File: config.mk
export PLATFORM = sky130hd
export DESIGN_NAME = til_cell
export DESIGN_NICKNAME = d
export VERILOG_FILES = /design/src/rtl/til_pkg.sv /design/src/rtl/til_cell.sv
export SDC_FILE = /design/constraint.sdc
export NUM_CORES = 1
export LEC_CHECK = 0
export BUFFER_PORTS_ARGS = -buffer_cell sky130_fd_sc_hd__buf_4
export CAP_MARGIN = 30
export CORE_UTILIZATION = 40
export DETAILED_ROUTE_END_ITERATION = 10
export GPL_TIMING_DRIVEN = 0
export MAX_ROUTING_LAYER = met4
export PLACE_DENSITY = 0.69
export SKIP_LAST_GASP = 1
export SLEW_MARGIN = 20
export SYNTH_ARGS = -nofsm -noshare
export SYNTH_HDL_FRONTEND = slang
export SYNTH_SLANG_ARGS = --single-unit
export TNS_END_PERCENT = 5
File: constraint.sdc
create_clock -name clk -period 4.7 [get_ports clk]
set_clock_uncertainty 0.05 [all_clocks]
set_input_delay 0.94 -clock clk [delete_from_list [all_inputs] [get_ports clk]]
set_output_delay 0.94 -clock clk [all_outputs]
set_load 0.01 [all_outputs]
File: src/rtl/til_pkg.sv
// Package for the timed interval table lookup: codes, defaults, FSM types.
// No dependencies; imported by every module of the block.
`timescale 1ns / 1ps

package til_pkg;

  // Default table depth and field widths
  localparam int TABLE_DEPTH_DEF = 1024;
  localparam int TIME_W          = 40;
  localparam int LIMIT_W         = 16;
  localparam int STATUS_W        = 3;
  localparam int IDX_OUT_W       = 10;
  localparam int CFG_IDX_W       = 2;

  // Register reset values
  localparam logic               SYNC_MODE_RST = 1'b1;
  localparam logic [LIMIT_W-1:0] HOLD_MS_RST   = 16'd2000;
  localparam logic [LIMIT_W-1:0] GAP_MS_RST    = 16'd3000;

  // Register indexes
  localparam logic [CFG_IDX_W-1:0] REG_SYNC_MODE = 2'd0;
  localparam logic [CFG_IDX_W-1:0] REG_HOLD_MS   = 2'd1;
  localparam logic [CFG_IDX_W-1:0] REG_GAP_MS    = 2'd2;

  // Actions
  localparam logic ACT_APPEND = 1'b0;
  localparam logic ACT_QUERY  = 1'b1;

  // Result status codes
  localparam logic [STATUS_W-1:0] ST_EXACT     = 3'd0;
  localparam logic [STATUS_W-1:0] ST_HOLD_LAST = 3'd1;
  localparam logic [STATUS_W-1:0] ST_HOLD_GAP  = 3'd2;
  localparam logic [STATUS_W-1:0] ST_NONE      = 3'd3;
  localparam logic [STATUS_W-1:0] ST_APPENDED  = 3'd4;
  localparam logic [STATUS_W-1:0] ST_FULL      = 3'd5;
  localparam logic [STATUS_W-1:0] ST_NOSYNC    = 3'd6;

  // Flags carried by a search token along the cell chain
  typedef struct packed {
    logic done;
    logic hit;
  } til_flags_t;

  typedef enum logic [1:0] {
    CELL_IDLE,
    CELL_READ,
    CELL_CMP
  } cell_state_t;

  typedef enum logic [2:0] {
    CTL_IDLE,
    CTL_SEARCH,
    CTL_LAST_RD,
    CTL_LAST_CMP,
    CTL_SCAN_RD,
    CTL_SCAN_CMP
  } ctrl_state_t;

endpackage

File: src/rtl/til_cell.sv
// One binary-search step cell: takes a search token from its left neighbor,
// reads the table at the midpoint, narrows the bounds and hands on. Uses til_pkg.
`timescale 1ns / 1ps

module til_cell import til_pkg::*; #(
  parameter int TABLE_DEPTH = TABLE_DEPTH_DEF,
  localparam int CW = $clog2(TABLE_DEPTH + 1),
  localparam int IW = $clog2(TABLE_DEPTH)
) (
  input  logic              clk,
  input  logic              rst,
  input  logic              in_valid,
  input  til_flags_t        in_flags,
  input  logic [CW-1:0]     in_lo,
  input  logic [CW-1:0]     in_hi1,
  input  logic [TIME_W-1:0] q,
  input  logic [TIME_W-1:0] rd_start,
  input  logic [TIME_W-1:0] rd_end,
  output logic              out_valid,
  output til_flags_t        out_flags,
  output logic [CW-1:0]     out_lo,
  output logic [CW-1:0]     out_hi1,
  output logic              rd_req,
  output logic [IW-1:0]     rd_addr
);

  cell_state_t   state;
  cell_state_t   state_next;
  logic [CW-1:0] lo;
  logic [CW-1:0] hi1;
  logic [CW-1:0] mid;
  logic          in_live;
  logic          is_hit;
  logic          go_low;

  // Token still has a nonempty range to search
  assign in_live = in_valid && !in_flags.done && (in_lo < in_hi1);

  // Midpoint of [lo, hi1)
  assign mid = lo + ((hi1 - lo - CW'(1)) >> 1);

  // Compare the returned entry against the query
  assign is_hit = (q >= rd_start) && (q <= rd_end);
  assign go_low = q < rd_start;

  // Next state
  always_comb begin
    state_next = state;
    unique case (state)
      CELL_IDLE: if (in_live) state_next = CELL_READ;
      CELL_READ: state_next = CELL_CMP;
      CELL_CMP:  state_next = CELL_IDLE;
      default:   state_next = CELL_IDLE;
    endcase
  end

  // Read request toward the shared table port
  always_comb begin
    rd_req  = (state == CELL_READ);
    rd_addr = mid[IW-1:0];
  end

  // Control registers
  always_ff @(posedge clk) begin
    if (rst) begin
      state     <= CELL_IDLE;
      out_valid <= 1'b0;
    end else begin
      state     <= state_next;
      out_valid <= ((state == CELL_IDLE) && in_valid && !in_live) || (state == CELL_CMP);
    end
  end

  // Token registers: capture, pass a finished token on, or narrow and hand on
  always_ff @(posedge clk) begin
    if (state == CELL_IDLE && in_valid) begin
      lo        <= in_lo;
      hi1       <= in_hi1;
      out_flags <= '{done: 1'b1, hit: in_flags.hit};
      out_lo    <= in_lo;
      out_hi1   <= in_hi1;
    end else if (state == CELL_CMP) begin
      if (is_hit) begin
        out_flags <= '{done: 1'b1, hit: 1'b1};
        out_lo    <= mid;
        out_hi1   <= hi1;
      end else if (go_low) begin
        out_flags <= '{done: 1'b0, hit: 1'b0};
        out_lo    <= lo;
        out_hi1   <= mid;
      end else begin
        out_flags <= '{done: 1'b0, hit: 1'b0};
        out_lo    <= mid + CW'(1);
        out_hi1   <= hi1;
      end
    end
  end

endmodule

-- Word-level counts from Yosys, hierarchy flattened
Index checks and enable logic that the tools add are counted.
- bits in registers: 49
- input bits: 147
- output and inout port bits: 36
- add/subtract/negate cells: 4
- magnitude comparators: 4
- eq/ne operators: 3
- mux-type cells: 13
- reduce and logical (&&, ||, !) cells: 10
- operators by type and width (operator ; count):
    $mux W11 ; 8
    $ge A40 B40 Y1 ; 1
    $le A40 B40 Y1 ; 1
    $lt A40 B40 Y1 ; 1
    $add A11 B1 Y11 const B ; 1
    $add A11 B10 Y11 ; 1
    $lt A11 B11 Y1 ; 1
    $sub A11 B1 Y11 const B ; 1
    $sub A11 B11 Y11 ; 1
    $logic_and A1 B1 Y1 ; 5
    $mux W2 ; 2
    $pmux W2 S2 ; 1
    $eq A2 B1 Y1 const B ; 1
    $eq A2 B2 Y1 const B ; 1
    $logic_not A1 Y1 ; 2
    $logic_not A2 Y1 ; 1
    $mux W1 ; 2
    $ne A2 B2 Y1 const B ; 1
    $reduce_bool A2 Y1 ; 1
    $logic_or A1 B1 Y1 ; 1

-- Depth between registers and ports, before layout
Gate-level depths: netlist (run 1).
- depth in word-level cells: 8
- mapped depth: 19

-- Least setup slack after synthesis (run 1)
OpenSTA, ideal clock, no wires.
- kind: register -> output
- start point: register lo[0]
- end point: output rd_addr[8]
- arrival time: 3.175 ns
- setup slack: 0.535 ns
- stages on the path, launching flop included: 16
- path buffers: 0
- cell sequence: edfxtp_1 > nand2b_1 > fa_1 > nor2b_1 > o21ai_0 > a21boi_0 > o21ai_0 > a21boi_0 > o21ai_0 > nor2b_1 > xnor2_1 > ha_1 > o21ai_0 > o21bai_1 > nand2_1 > xnor2_1
- word-level cells in the longest chain between the ends: 3
- ends and longest elaborated chain (what ; line ; text):
    from (decl) ; til_cell.sv:29 ; logic [CW-1:0] lo;
    from (signal assigned) ; til_cell.sv:77 ; lo <= in_lo;
    $sub A11 B11 Y11 ; til_cell.sv:40 ; assign mid = lo + ((hi1 - lo - CW'(1)) >> 1);
    $sub A11 B1 Y11 ; til_cell.sv:40 ;
    $add A11 B10 Y11 (*) ; til_cell.sv:40 ;
    to (decl) ; til_cell.sv:24 ; output logic [IW-1:0] rd_addr
Every way passes the cells marked *; elsewhere a longest branch is shown, timed or not.

-- Worst setup path after layout (run 1)
Same ends and word-level chain as after synthesis.

==> reports/qor.yml, run 1 <==
routed-wl-met2_mm: 7.22
cts_sinks: 49
crit_path_max_fanout: 7
status: "finished clean"
p_per_area_mw_per_mm2: 288
synth_edf_count: 45
fin_crit_ns: 4.46
max_slew_margin_pct: 51.0
nets: 1092
r2r-end: "out_lo[10]"
crit_family: "compound AO/OA/AOI/OAI gates"
dr_wl_met3_um: 941
wl_per_cell_um: 15.1
via_count: 5298
ys_ff_latch: 49
dieArea_mm2: 0.0141
grt.overflow.total: 0
root_buffer: "clkbuf_16"
max_cap_viol_count: 0
finalHoldViolCount: 0
holdPathStages: 1
rrSetupSlack_ns: 0.32
die_h_um: 119
rr_startpoint: "lo[0]"
critical_path_required_ns: 3.71
slowest_delay_ns: 0.41
syn-cell-area_mm2: 0.00544
first_pass_iters: 5
synth_area_per_cell_um2: 8.56
postSynthCellCount: 635
cts_made_buffers: 5
initial_core_util_pct: 41.1
synthesis.nets: 894
slowest_stage: "ha_2"
clk_path_buf_depth: 2
ys_seq_area_share_pct: 26.3
crit_type: "flop to primary output"
synth_common_cells: "110 x ha_1, 109 x inv_1, 50 x a21oi_1, 47 x nand2_1, 45 x edfxtp_1"
worst-r2r-cell-count: 13
finalWirelength_mm: 15.3
synthFlopType: "edfxtp_1"
synth_simple_gate_area_share_pct: 15.7
synth_xor_area_share_pct: 2.26
tns_ns: 0
yosys_warnings: 0
cts_max_level: 2
gp_congestion: 0.871
grt_setup_unrepaired: "true"
ioPinCount: 183
insertion_delay_ns: 0.30
core_area_mm2: 0.0132
p_leak_nw: 3.74
muxShareOfSynthArea_pct: 1.13
cp_cell_sequence: "nand2b_4 > fa_2 > nor2b_1 > o21ai_1 > a21boi_1 > o21ai_1 > a21boi_1 > o21ai_1 > nor2b_2 > xnor2_1 > ha_2 > o21ai_1 > o21bai_1 > nand2_2 > xnor2_4 > buf_4"
fp.dieW_um: 119
cp.arrival_ns: 3.47
synth_fa_ha_area_share_pct: 26.1
grt.total_usage_pct: 22.7
yosysMostFrequentCell: "ha_1"
synth_top_area_share_pct: 25.3
start_kind: "flop"
met1_length_mm: 6.77
worstPathBufferInverterCount: 1
endpoint_kind: "primary output"
drt-initial-drc-count: 262
diodes: 0
setup_viol: 0
placement.io_buffers: 182
viasPerCell: 5.25
async_flop_share_pct: 0
syn2layout_area_growth_pct: 35.4
synth_top_family_by_area: "adder cells"
netlist_top_cells_area: "ha_1 25%, edfxtp_1 25%, inv_1 7.5%, a21oi_1 4.6%, nand2_1 3.2%"
antenna_found_initial: 0
grt_max_degree: 25
route.antenna.remaining_nets: 0
std_cell_rows: 42
tightest_slew_ns: 0.734
max_clock_freq_ghz: 0.224
slew_violations: 0
cts_tree: "built"
yosys.area.top_type: "ha_1"
top_layer: "met4"
cpMostUsedCell: "o21ai_1"
grt_pass1_vias: 5347
drc: 0
hp-class: "flop to flop"
drive_gt1_share_pct: 27.8
synth.distinct_cells: 60
synth_compound_area_share_pct: 19.6
hold_end: "out_flags[1]"
dpl.hpwl_mm: 12.8
worst_hold_slack_ns: 0.440
min_from: "out_flags[1]"
irDropWorstVdd_mv: 0.268
clkTransAtPathRegs_ns: 0.07
grt_first_pass_wirelength_mm: 25.2
finalCritPeriodShare_pct: 95.0
-- how the worst max path moves through the flow --
| stage | slack [ns] | depth (start not counted) | start | end |
|---|---|---|---|---|
| 2_1_floorplan | 0.53 | 15 | lo[0] | rd_addr[8] |
| 3_3_place_gp | -0.11 | 16 | lo[0] | rd_addr[8] |
| 3_5_place_dp | -0.17 | 16 | lo[0] | rd_addr[8] |
| 4_1_cts | 0.01 | 16 | lo[0] | rd_addr[8] |
| 5_1_grt | -0.006 | 16 | lo[1] | rd_addr[8] |
| 6_report | 0.24 | 16 | lo[0] | rd_addr[8] |
-- kinds of logic after synthesis --
logic type | Yosys count
and+or+nand+nor | 168
AOI/OAI and AO/OA | 162
buffers and inverters | 124
adders and majority gates | 112
DFF | 49
xor gates and xnor gates | 14
muxes | 6
-- final cells by class --
type / count / area [µm²]
repair buffers: 191 / 1450
well taps: 176 / 220
clock buffers: 5 / 125
fillers: 1258 / 5880
plain buffers: 15 / 78.8
clock inverters: 3 / 43.8
inverters: 109 / 409
flip-flops and latches: 49 / 1430
multi-input cells: 462 / 3600
-- stage by stage --
step | cells | cell area [µm²] | power (W) | util (%) | setup slack [ns]
3_5_place_dp | 994 | 7060 | 0.00163 | 53.3 | -0.165
5_1_grt | 1010 | 7360 | 0.00227 | 55.6 | -0.00568
6_report | 1010 | 7360 | 0.00212 | 55.6 | 0.237
3_3_place_gp | 993 | 7020 | 0.00162 | 53.0 | -0.110
4_1_cts | 1007 | 7290 | 0.00210 | 55.0 | 0.0142
2_1_floorplan | 635 | 5440 | 0.00120 | - | 0.535
-- layer usage --
| metal | up-vias | GRT usage [%] |
|---|---|---|
| met1 | 2373 | 27.9 |
| li1 | 2709 | - |
| met4 | 0 | 6.57 |
| met5 | - | - |
| met2 | 192 | 39.0 |
| met3 | 24 | 2.65 |
-- flip-flops by register name, summed over array words and instances, names as in the netlist --
register	flops
out_hi1	11
lo	11
out_lo	11
hi1	11
out_flags	2
state	2
out_valid	1
-- where the power goes --
group          switching, W  leakage, nW  internal, W  total, W
combinational      0.000613         3.18     0.000519   0.00113
clock              0.000166       0.0842     0.000252  0.000418
sequential        0.0000239        0.472     0.000549  0.000572
total              0.000803         3.74      0.00132   0.00212
-- worst reg2reg max path: cells and delay by family (launching register included) --
kind,cells,cell delay [ns]
xor gates and xnor gates,1,0.40
and+or+nand+nor,5,1.41
AOI/OAI and AO/OA,3,0.68
DFF,1,0.40
buffers and inverters,1,0.04
adders and majority gates,3,1.15
-- placed cells by master, fill, tap and decap left out, types with 16 or more instances in the layout --
| master | count |
|---|---|
| nand3_1 | 20 |
| a21oi_1 | 48 |
| edfxtp_1 | 45 |
| buf_4 | 192 |
| inv_1 | 109 |
| a21o_1 | 16 |
| ha_1 | 108 |
| nor2_1 | 26 |
| nand2_1 | 46 |
| o21ai_1 | 16 |
| o211ai_1 | 23 |
| nand4_1 | 27 |
-- timing repair --
action / 4_1_cts / 5_1_grt
gates resized for setup: 5 / 15
setup endpoints to repair: 3 / 6
setup buffers: 5 / 3
hold endpoints to repair: 0 / 0
pin swaps: 3 / 8
hold buffers: 0 / 0
Note: power is estimated with default switching activity, not from simulation.
==> run 2, diff against run 1 <==
- clock period: 4.7 -> 5.6 ns (I/O delays scaled with it)
==> run 2 against run 1 <==
Design area fell by 1.7%. Worst setup slack improved by 0.039 ns. Critical path depth did not move. Routed wire length fell by 1.3%. Core utilization fell by 0.95 points. Sequential share of layout area rose by 0.34 points. Largest cell class unchanged.
==> reports/qor.yml, run 2 (synthesis results as in run 1) <==
endpoint_kind: "primary output"
p_per_area_mw_per_mm2: 238  # -18%
ioPinCount: 183  # unchanged
first_pass_iters: 6  # +1
slew_violations: 0  # unchanged
cts_tree: "built"
p_total_w: 0.00172  # -19%
tightest_slew_ns: 0.733  # -0.000579 ns
hp-class: "flop to flop"
r2r-end: "out_lo[10]"
dieArea_mm2: 0.0141  # unchanged
finalHoldViolCount: 0  # unchanged
grt_max_degree: 25  # unchanged
viasPerCell: 5.19  # -1.1%
place_area_mm2: 0.00706  # unchanged
min_from: "out_flags[1]"
grt.total_usage_pct: 22.6  # -0.074 points
final_cell_mix: "184 x buf_4, 110 x ha_1, 109 x inv_1"
cts_max_level: 2  # unchanged
start_kind: "flop"
fin_area_mm2: 0.00724  # -1.7%
fin_crit_ns: 5.32
root_buffer: "clkbuf_16"
status: "finished clean"
cts_setup_buffers: 0  # -5
antenna_found_initial: 0  # unchanged
crit_type: "flop to primary output"
grt.overflow.total: 0  # unchanged
holdPathStages: 1  # unchanged
crit_path_max_fanout: 7  # unchanged
diodes: 0  # unchanged
std_cell_rows: 42  # unchanged
setup_viol: 0  # unchanged
die_h_um: 119  # unchanged
gp_congestion: 0.871  # unchanged
initial_core_util_pct: 41.1  # unchanged
drt-initial-drc-count: 265  # +1.1%
finalWirelength_mm: 15.1  # -1.3%
hold_buffers: 0  # unchanged
drive_gt1_share_pct: 25.7  # -2.2 points
tns_ns: 0  # unchanged
clkTransAtPathRegs_ns: 0.07  # about the same
final_util_pct: 54.6  # -0.95 points
grt_first_pass_wirelength_mm: 25.2  # -0.25%
clk_path_buf_depth: 2  # unchanged
hold_end: "out_flags[1]"
irDropWorstVdd_mv: 0.226  # -16%
grt_setup_unrepaired: "true"
fillers: 1272  # +1.1%
drc: 0  # unchanged
dpl.hpwl_mm: 12.8  # unchanged
cts_made_buffers: 5  # unchanged
route.antenna.remaining_nets: 0  # unchanged
nets: 1084  # -0.73%
fp.dieW_um: 119  # unchanged
cts_sinks: 49  # unchanged
worst-r2r-cell-count: 18  # +5
layout_commonest_cell: "buf_4"
grt_pass1_vias: 5316  # -0.58%
finalCritPeriodShare_pct: 95.1
via_count: 5200  # -1.8%
cp.arrival_ns: 4.15  # +0.68 ns
max_cap_viol_count: 0  # unchanged
rr_startpoint: "lo[0]"
p_leak_nw: 3.68  # -1.5%
wl_per_cell_um: 15.0  # -0.51%
max_slew_margin_pct: 51.0  # about the same
insertion_delay_ns: 0.30  # about the same
max_clock_freq_ghz: 0.188
core_area_mm2: 0.0132  # unchanged
syn2layout_area_growth_pct: 33.1
placement.io_buffers: 182  # unchanged
critical_path_required_ns: 4.43  # +0.72 ns
rrSetupSlack_ns: 0.97  # +0.65 ns
run 2: layout make-up:
type                       instances  area (µm²)  area share [%]
multi-input combinational        462        3530            48.8
tap                              176         220            3.04
buffer                            15        78.8            1.09
timing repair buffer             183        1390            19.3
clock inverter                     3        43.8           0.605
clock buffer                       5         125            1.73
inverter                         109         409            5.65
sequential                        49        1430            19.8
run 2: worst max-delay path by stage:
| stage | startpoint | endpoint | slack [ns] | cells past startpoint |
|---|---|---|---|---|
| final | lo[0] | rd_addr[9] | 0.28 | 16 |
| after global routing | lo[0] | rd_addr[7] | -0.11 | 16 |
| after CTS | lo[0] | rd_addr[8] | 0.19 | 16 |
| after detailed placement | lo[0] | rd_addr[8] | 0.55 | 16 |
| after global placement | lo[0] | rd_addr[8] | 0.61 | 16 |
| after floorplan | lo[0] | rd_addr[8] | 1.25 | 15 |
run 2: repair_timing:
action	CTS	global route
gates resized for setup	0	1
hold endpoints to repair	0	0
endpoints found under the setup margin	0	3
run 2: critical path, stage by stage (launching register included):
cell and delay (ns):
edfxtp_1 0.45, nand2b_1 0.19, fa_1 0.41, nor2b_1 0.12, o21ai_0 0.10, a21boi_0 0.24, o21ai_0 0.14, a21boi_0 0.26
o21ai_0 0.15, nor2b_1 0.18, xnor2_1 0.13, ha_1 0.39, nand3_1 0.10, a21oi_1 0.27, nor3_1 0.10, nand4b_1 0.36
buf_4 0.26
run 2: per-layer routing:
layer,part of all wire [%],global-route usage [%],up-vias
li1,-,-,2694
met1,46,27.8,2313
met2,47,38.9,168
met3,5.4,2.65,25
met4,2.3,6.41,0
met5,0,-,-
run 2: per-stage QoR:
| step | hold WS [ns] | std cells | setup slack [ns] |
|---|---|---|---|
| after floorplan | 0.411 | 635 | 1.25 |
| after global placement | 0.424 | 993 | 0.610 |
| after detailed placement | 0.427 | 994 | 0.555 |
| after CTS | 0.443 | 1002 | 0.194 |
| after global routing | 0.475 | 1002 | -0.107 |
| final | 0.440 | 1002 | 0.276 |
run 2: power breakdown:
group,internal [W],switching (W)
registers,0.000460,0.0000204
logic,0.000395,0.000492
clock network,0.000212,0.000142
==> run 3, diff against run 2 <==
- CORE_UTILIZATION: 40 -> 55
- PLACE_DENSITY: 0.69 -> 0.89
==> run 3 against run 2 <==
Count of clock-buffer cells in the layout rose by 1. Critical path depth is the same. Worst setup slack worse by 0.051 ns. Core utilization increased by 21 points. Sequential power about the same. First-iteration DRC count is 7.5% higher. Flip-flop and latch count is the same. Fmax is 0.94% lower. Largest power group unchanged.
==> reports/qor.yml, run 3 (synthesis results as in run 1) <==
via_count: 5607  # +7.8%
start_kind: "flop"
cp.arrival_ns: 4.20  # +0.05 ns
tightest_slew_ns: 0.729  # -0.00460 ns
cts_max_level: 2  # unchanged
grt_first_pass_wirelength_mm: 24.8  # -1.3%
clk_path_buf_depth: 2  # unchanged
crit_type: "flop to primary output"
placement.io_buffers: 182  # unchanged
finalHoldViolCount: 0  # unchanged
preCtsSetupSlack_ns: 0.517  # -0.0374 ns
max_cap_viol_count: 0  # unchanged
grt_use_met1_pct: 33.9  # +6.1 points
cp_cell_sequence: "nand2b_1 > fa_1 > nor2b_1 > o21ai_0 > a21boi_0 > o21ai_0 > a21boi_1 > o21ai_0 > nor2b_1 > xnor2_1 > ha_1 > nand3_1 > a21oi_2 > nor3_1 > nand4b_1 > buf_4"
met2_usage_pct: 56.5  # +18 points
wl_per_cell_um: 16.6  # +10%
power.share.clock_pct: 13.5  # -7.0 points
grt_max_degree: 32  # +28%
worst-r2r-cell-count: 18  # unchanged
p_seq_share_pct: 30.0  # +2.1 points
slowest_delay_ns: 0.45  # about the same
cts_tree: "built"
final_cell_mix: "184 x buf_4, 110 x ha_1, 109 x inv_1"
root_buffer: "clkbuf_8"
use_met3_pct: 3.93  # +1.3 points
busiest_layer: "met2"
die_h_um: 101  # -14%
hp-class: "flop to flop"
crit_path_max_fanout: 7  # unchanged
p_sw_w: 0.000655  # +0.21%
dpl.hpwl_mm: 13.2  # +3.8%
max_slew_margin_pct: 51.4  # +0.42 points
p_total_w: 0.00160  # -7.0%
std_cell_rows: 35  # -17%
dieArea_mm2: 0.0103  # -27%
core_area_mm2: 0.00942  # -29%
place_inst: 947  # -4.7%
p_leak_nw: 3.64  # -1.2%
initial_core_util_pct: 57.7  # +17 points
slowest_stage: "edfxtp_1"
grt_setup_unrepaired: "false"
cpMostUsedCell: "o21ai_0"
insertion_delay_ns: 0.31  # about the same
drive_gt1_share_pct: 25.7  # unchanged
setup_viol: 0  # unchanged
r2r-end: "out_lo[10]"
gp_congestion: 0.955  # +9.7%
diodes: 0  # unchanged
drt-initial-drc-count: 285  # +7.5%
nets: 1084  # unchanged
finalCritPeriodShare_pct: 96.0  # +0.90 points
p_int_w: 0.000945  # -11%
worst_slack_ns: 0.225  # -0.0506 ns
p_comb_share_pct: 56.5  # +5.0 points
drc: 0  # unchanged
fp.dieW_um: 101  # -14%
first_pass_iters: 4  # -2
min_from: "out_flags[1]"
slew_violations: 0  # unchanged
cts_setup_buffers: 0  # unchanged
fin_cells: 955  # -4.7%
route.antenna.remaining_nets: 0  # unchanged
tns_ns: 0  # unchanged
grt_pass1_vias: 5644  # +6.2%
holdPathStages: 1  # unchanged
rr_startpoint: "lo[0]"
finalWirelength_mm: 15.9  # +5.3%
syn2layout_area_growth_pct: 30.2
netSwitchingFraction_pct: 41.0  # +2.9 points
hold_end: "out_flags[1]"
max_clock_freq_ghz: 0.186  # -0.94%
fin_crit_ns: 5.37  # +0.0506 ns
antenna_found_initial: 0  # unchanged
worstPathBufferInverterCount: 1  # unchanged
crit_family: "compound AO/OA/AOI/OAI gates"
cts_sinks: 49  # unchanged
viasPerCell: 5.87  # +13%
rrSetupSlack_ns: 0.97  # about the same
grt.total_usage_pct: 31.6  # +9.0 points
critical_path_required_ns: 4.43  # about the same
endpoint_kind: "primary output"
p_per_area_mw_per_mm2: 226  # -5.0%
status: "finished clean"
clkTransAtPathRegs_ns: 0.09  # +0.02 ns
layout_commonest_cell: "buf_4"
ioPinCount: 183  # unchanged
irDropWorstVdd_mv: 0.250  # +10%
cts_made_buffers: 5  # unchanged
grt.overflow.total: 0  # unchanged
run 3: cell count changes in the layout (fill, tap and decap cells not counted), sizes merged:
| cell | before | now |
|---|---|---|
| clkbuf | 12 | 13 |
| bufinv | 1 | 0 |
run 3: per-stage QoR:
| step | util [%] | area (µm²) | hold slack, ns |
|---|---|---|---|
| floorplan | - | 5440 | 0.411 |
| global placement | 74.0 | 6960 | 0.427 |
| detailed placement | 74.2 | 6980 | 0.437 |
| CTS | 75.1 | 7070 | 0.468 |
| global route | 75.2 | 7080 | 0.485 |
| finish | 75.2 | 7080 | 0.469 |
run 3: final cells by class:
cell class | instances | area [µm²]
Multi-Input combinational cell | 462 | 3530
Fill cell | 661 | 2330
Sequential cell | 49 | 1430
Timing Repair Buffer | 183 | 1380
Inverter | 109 | 409
Tap cell | 129 | 161
Buffer | 15 | 78.8
Clock buffer | 6 | 72.6
Clock inverter | 2 | 13.8
run 3: worst max-delay path by stage:
stage	start	to	slack (ns)	depth (start not counted)
finish	lo[0]	rd_addr[9]	0.23	16
global route	lo[0]	rd_addr[9]	0.03	16
CTS	lo[0]	rd_addr[8]	0.15	16
detailed placement	lo[0]	rd_addr[8]	0.52	16
global placement	lo[0]	rd_addr[8]	0.66	16
floorplan	lo[0]	rd_addr[8]	1.25	15
run 3: worst reg2reg max path: stages (launching register included):
cell and delay [ns]:
edfxtp_1 0.45, nand2b_1 0.19, fa_1 0.41, nor2b_1 0.12, o21ai_0 0.14, a21boi_0 0.29, o21ai_0 0.16, a21boi_1 0.22
o21ai_0 0.15, nor2b_1 0.18, xnor2_1 0.13, ha_1 0.40, nand3_1 0.13, a21oi_2 0.22, nor3_1 0.09, nand4b_1 0.37
and4_1 0.29, a311o_1 0.36, a21oi_1 0.15
run 3: repair_timing:
| action | in CTS | in global routing |
|---|---|---|
| hold buffers | 0 | 0 |
| gates resized for setup | 0 | 3 |
| endpoints found under the setup margin | 0 | 3 |
run 3: routing by layer:
metal	routed length, µm	vias up
met1	6190	2551
met3	1250	64
met4	669	0
li1	-	2694
met5	0	-
met2	7760	298
run 3: power groups by stage:
stage | clock network (W) | logic [W] | registers [W]
detailed placement | 0 | 0.000878 | 0.000487
finish | 0.000215 | 0.000905 | 0.000480
CTS | 0.000213 | 0.000885 | 0.000480
floorplan | 0 | 0.000507 | 0.000501
global placement | 0 | 0.000841 | 0.000487
global route | 0.000224 | 0.000988 | 0.000484
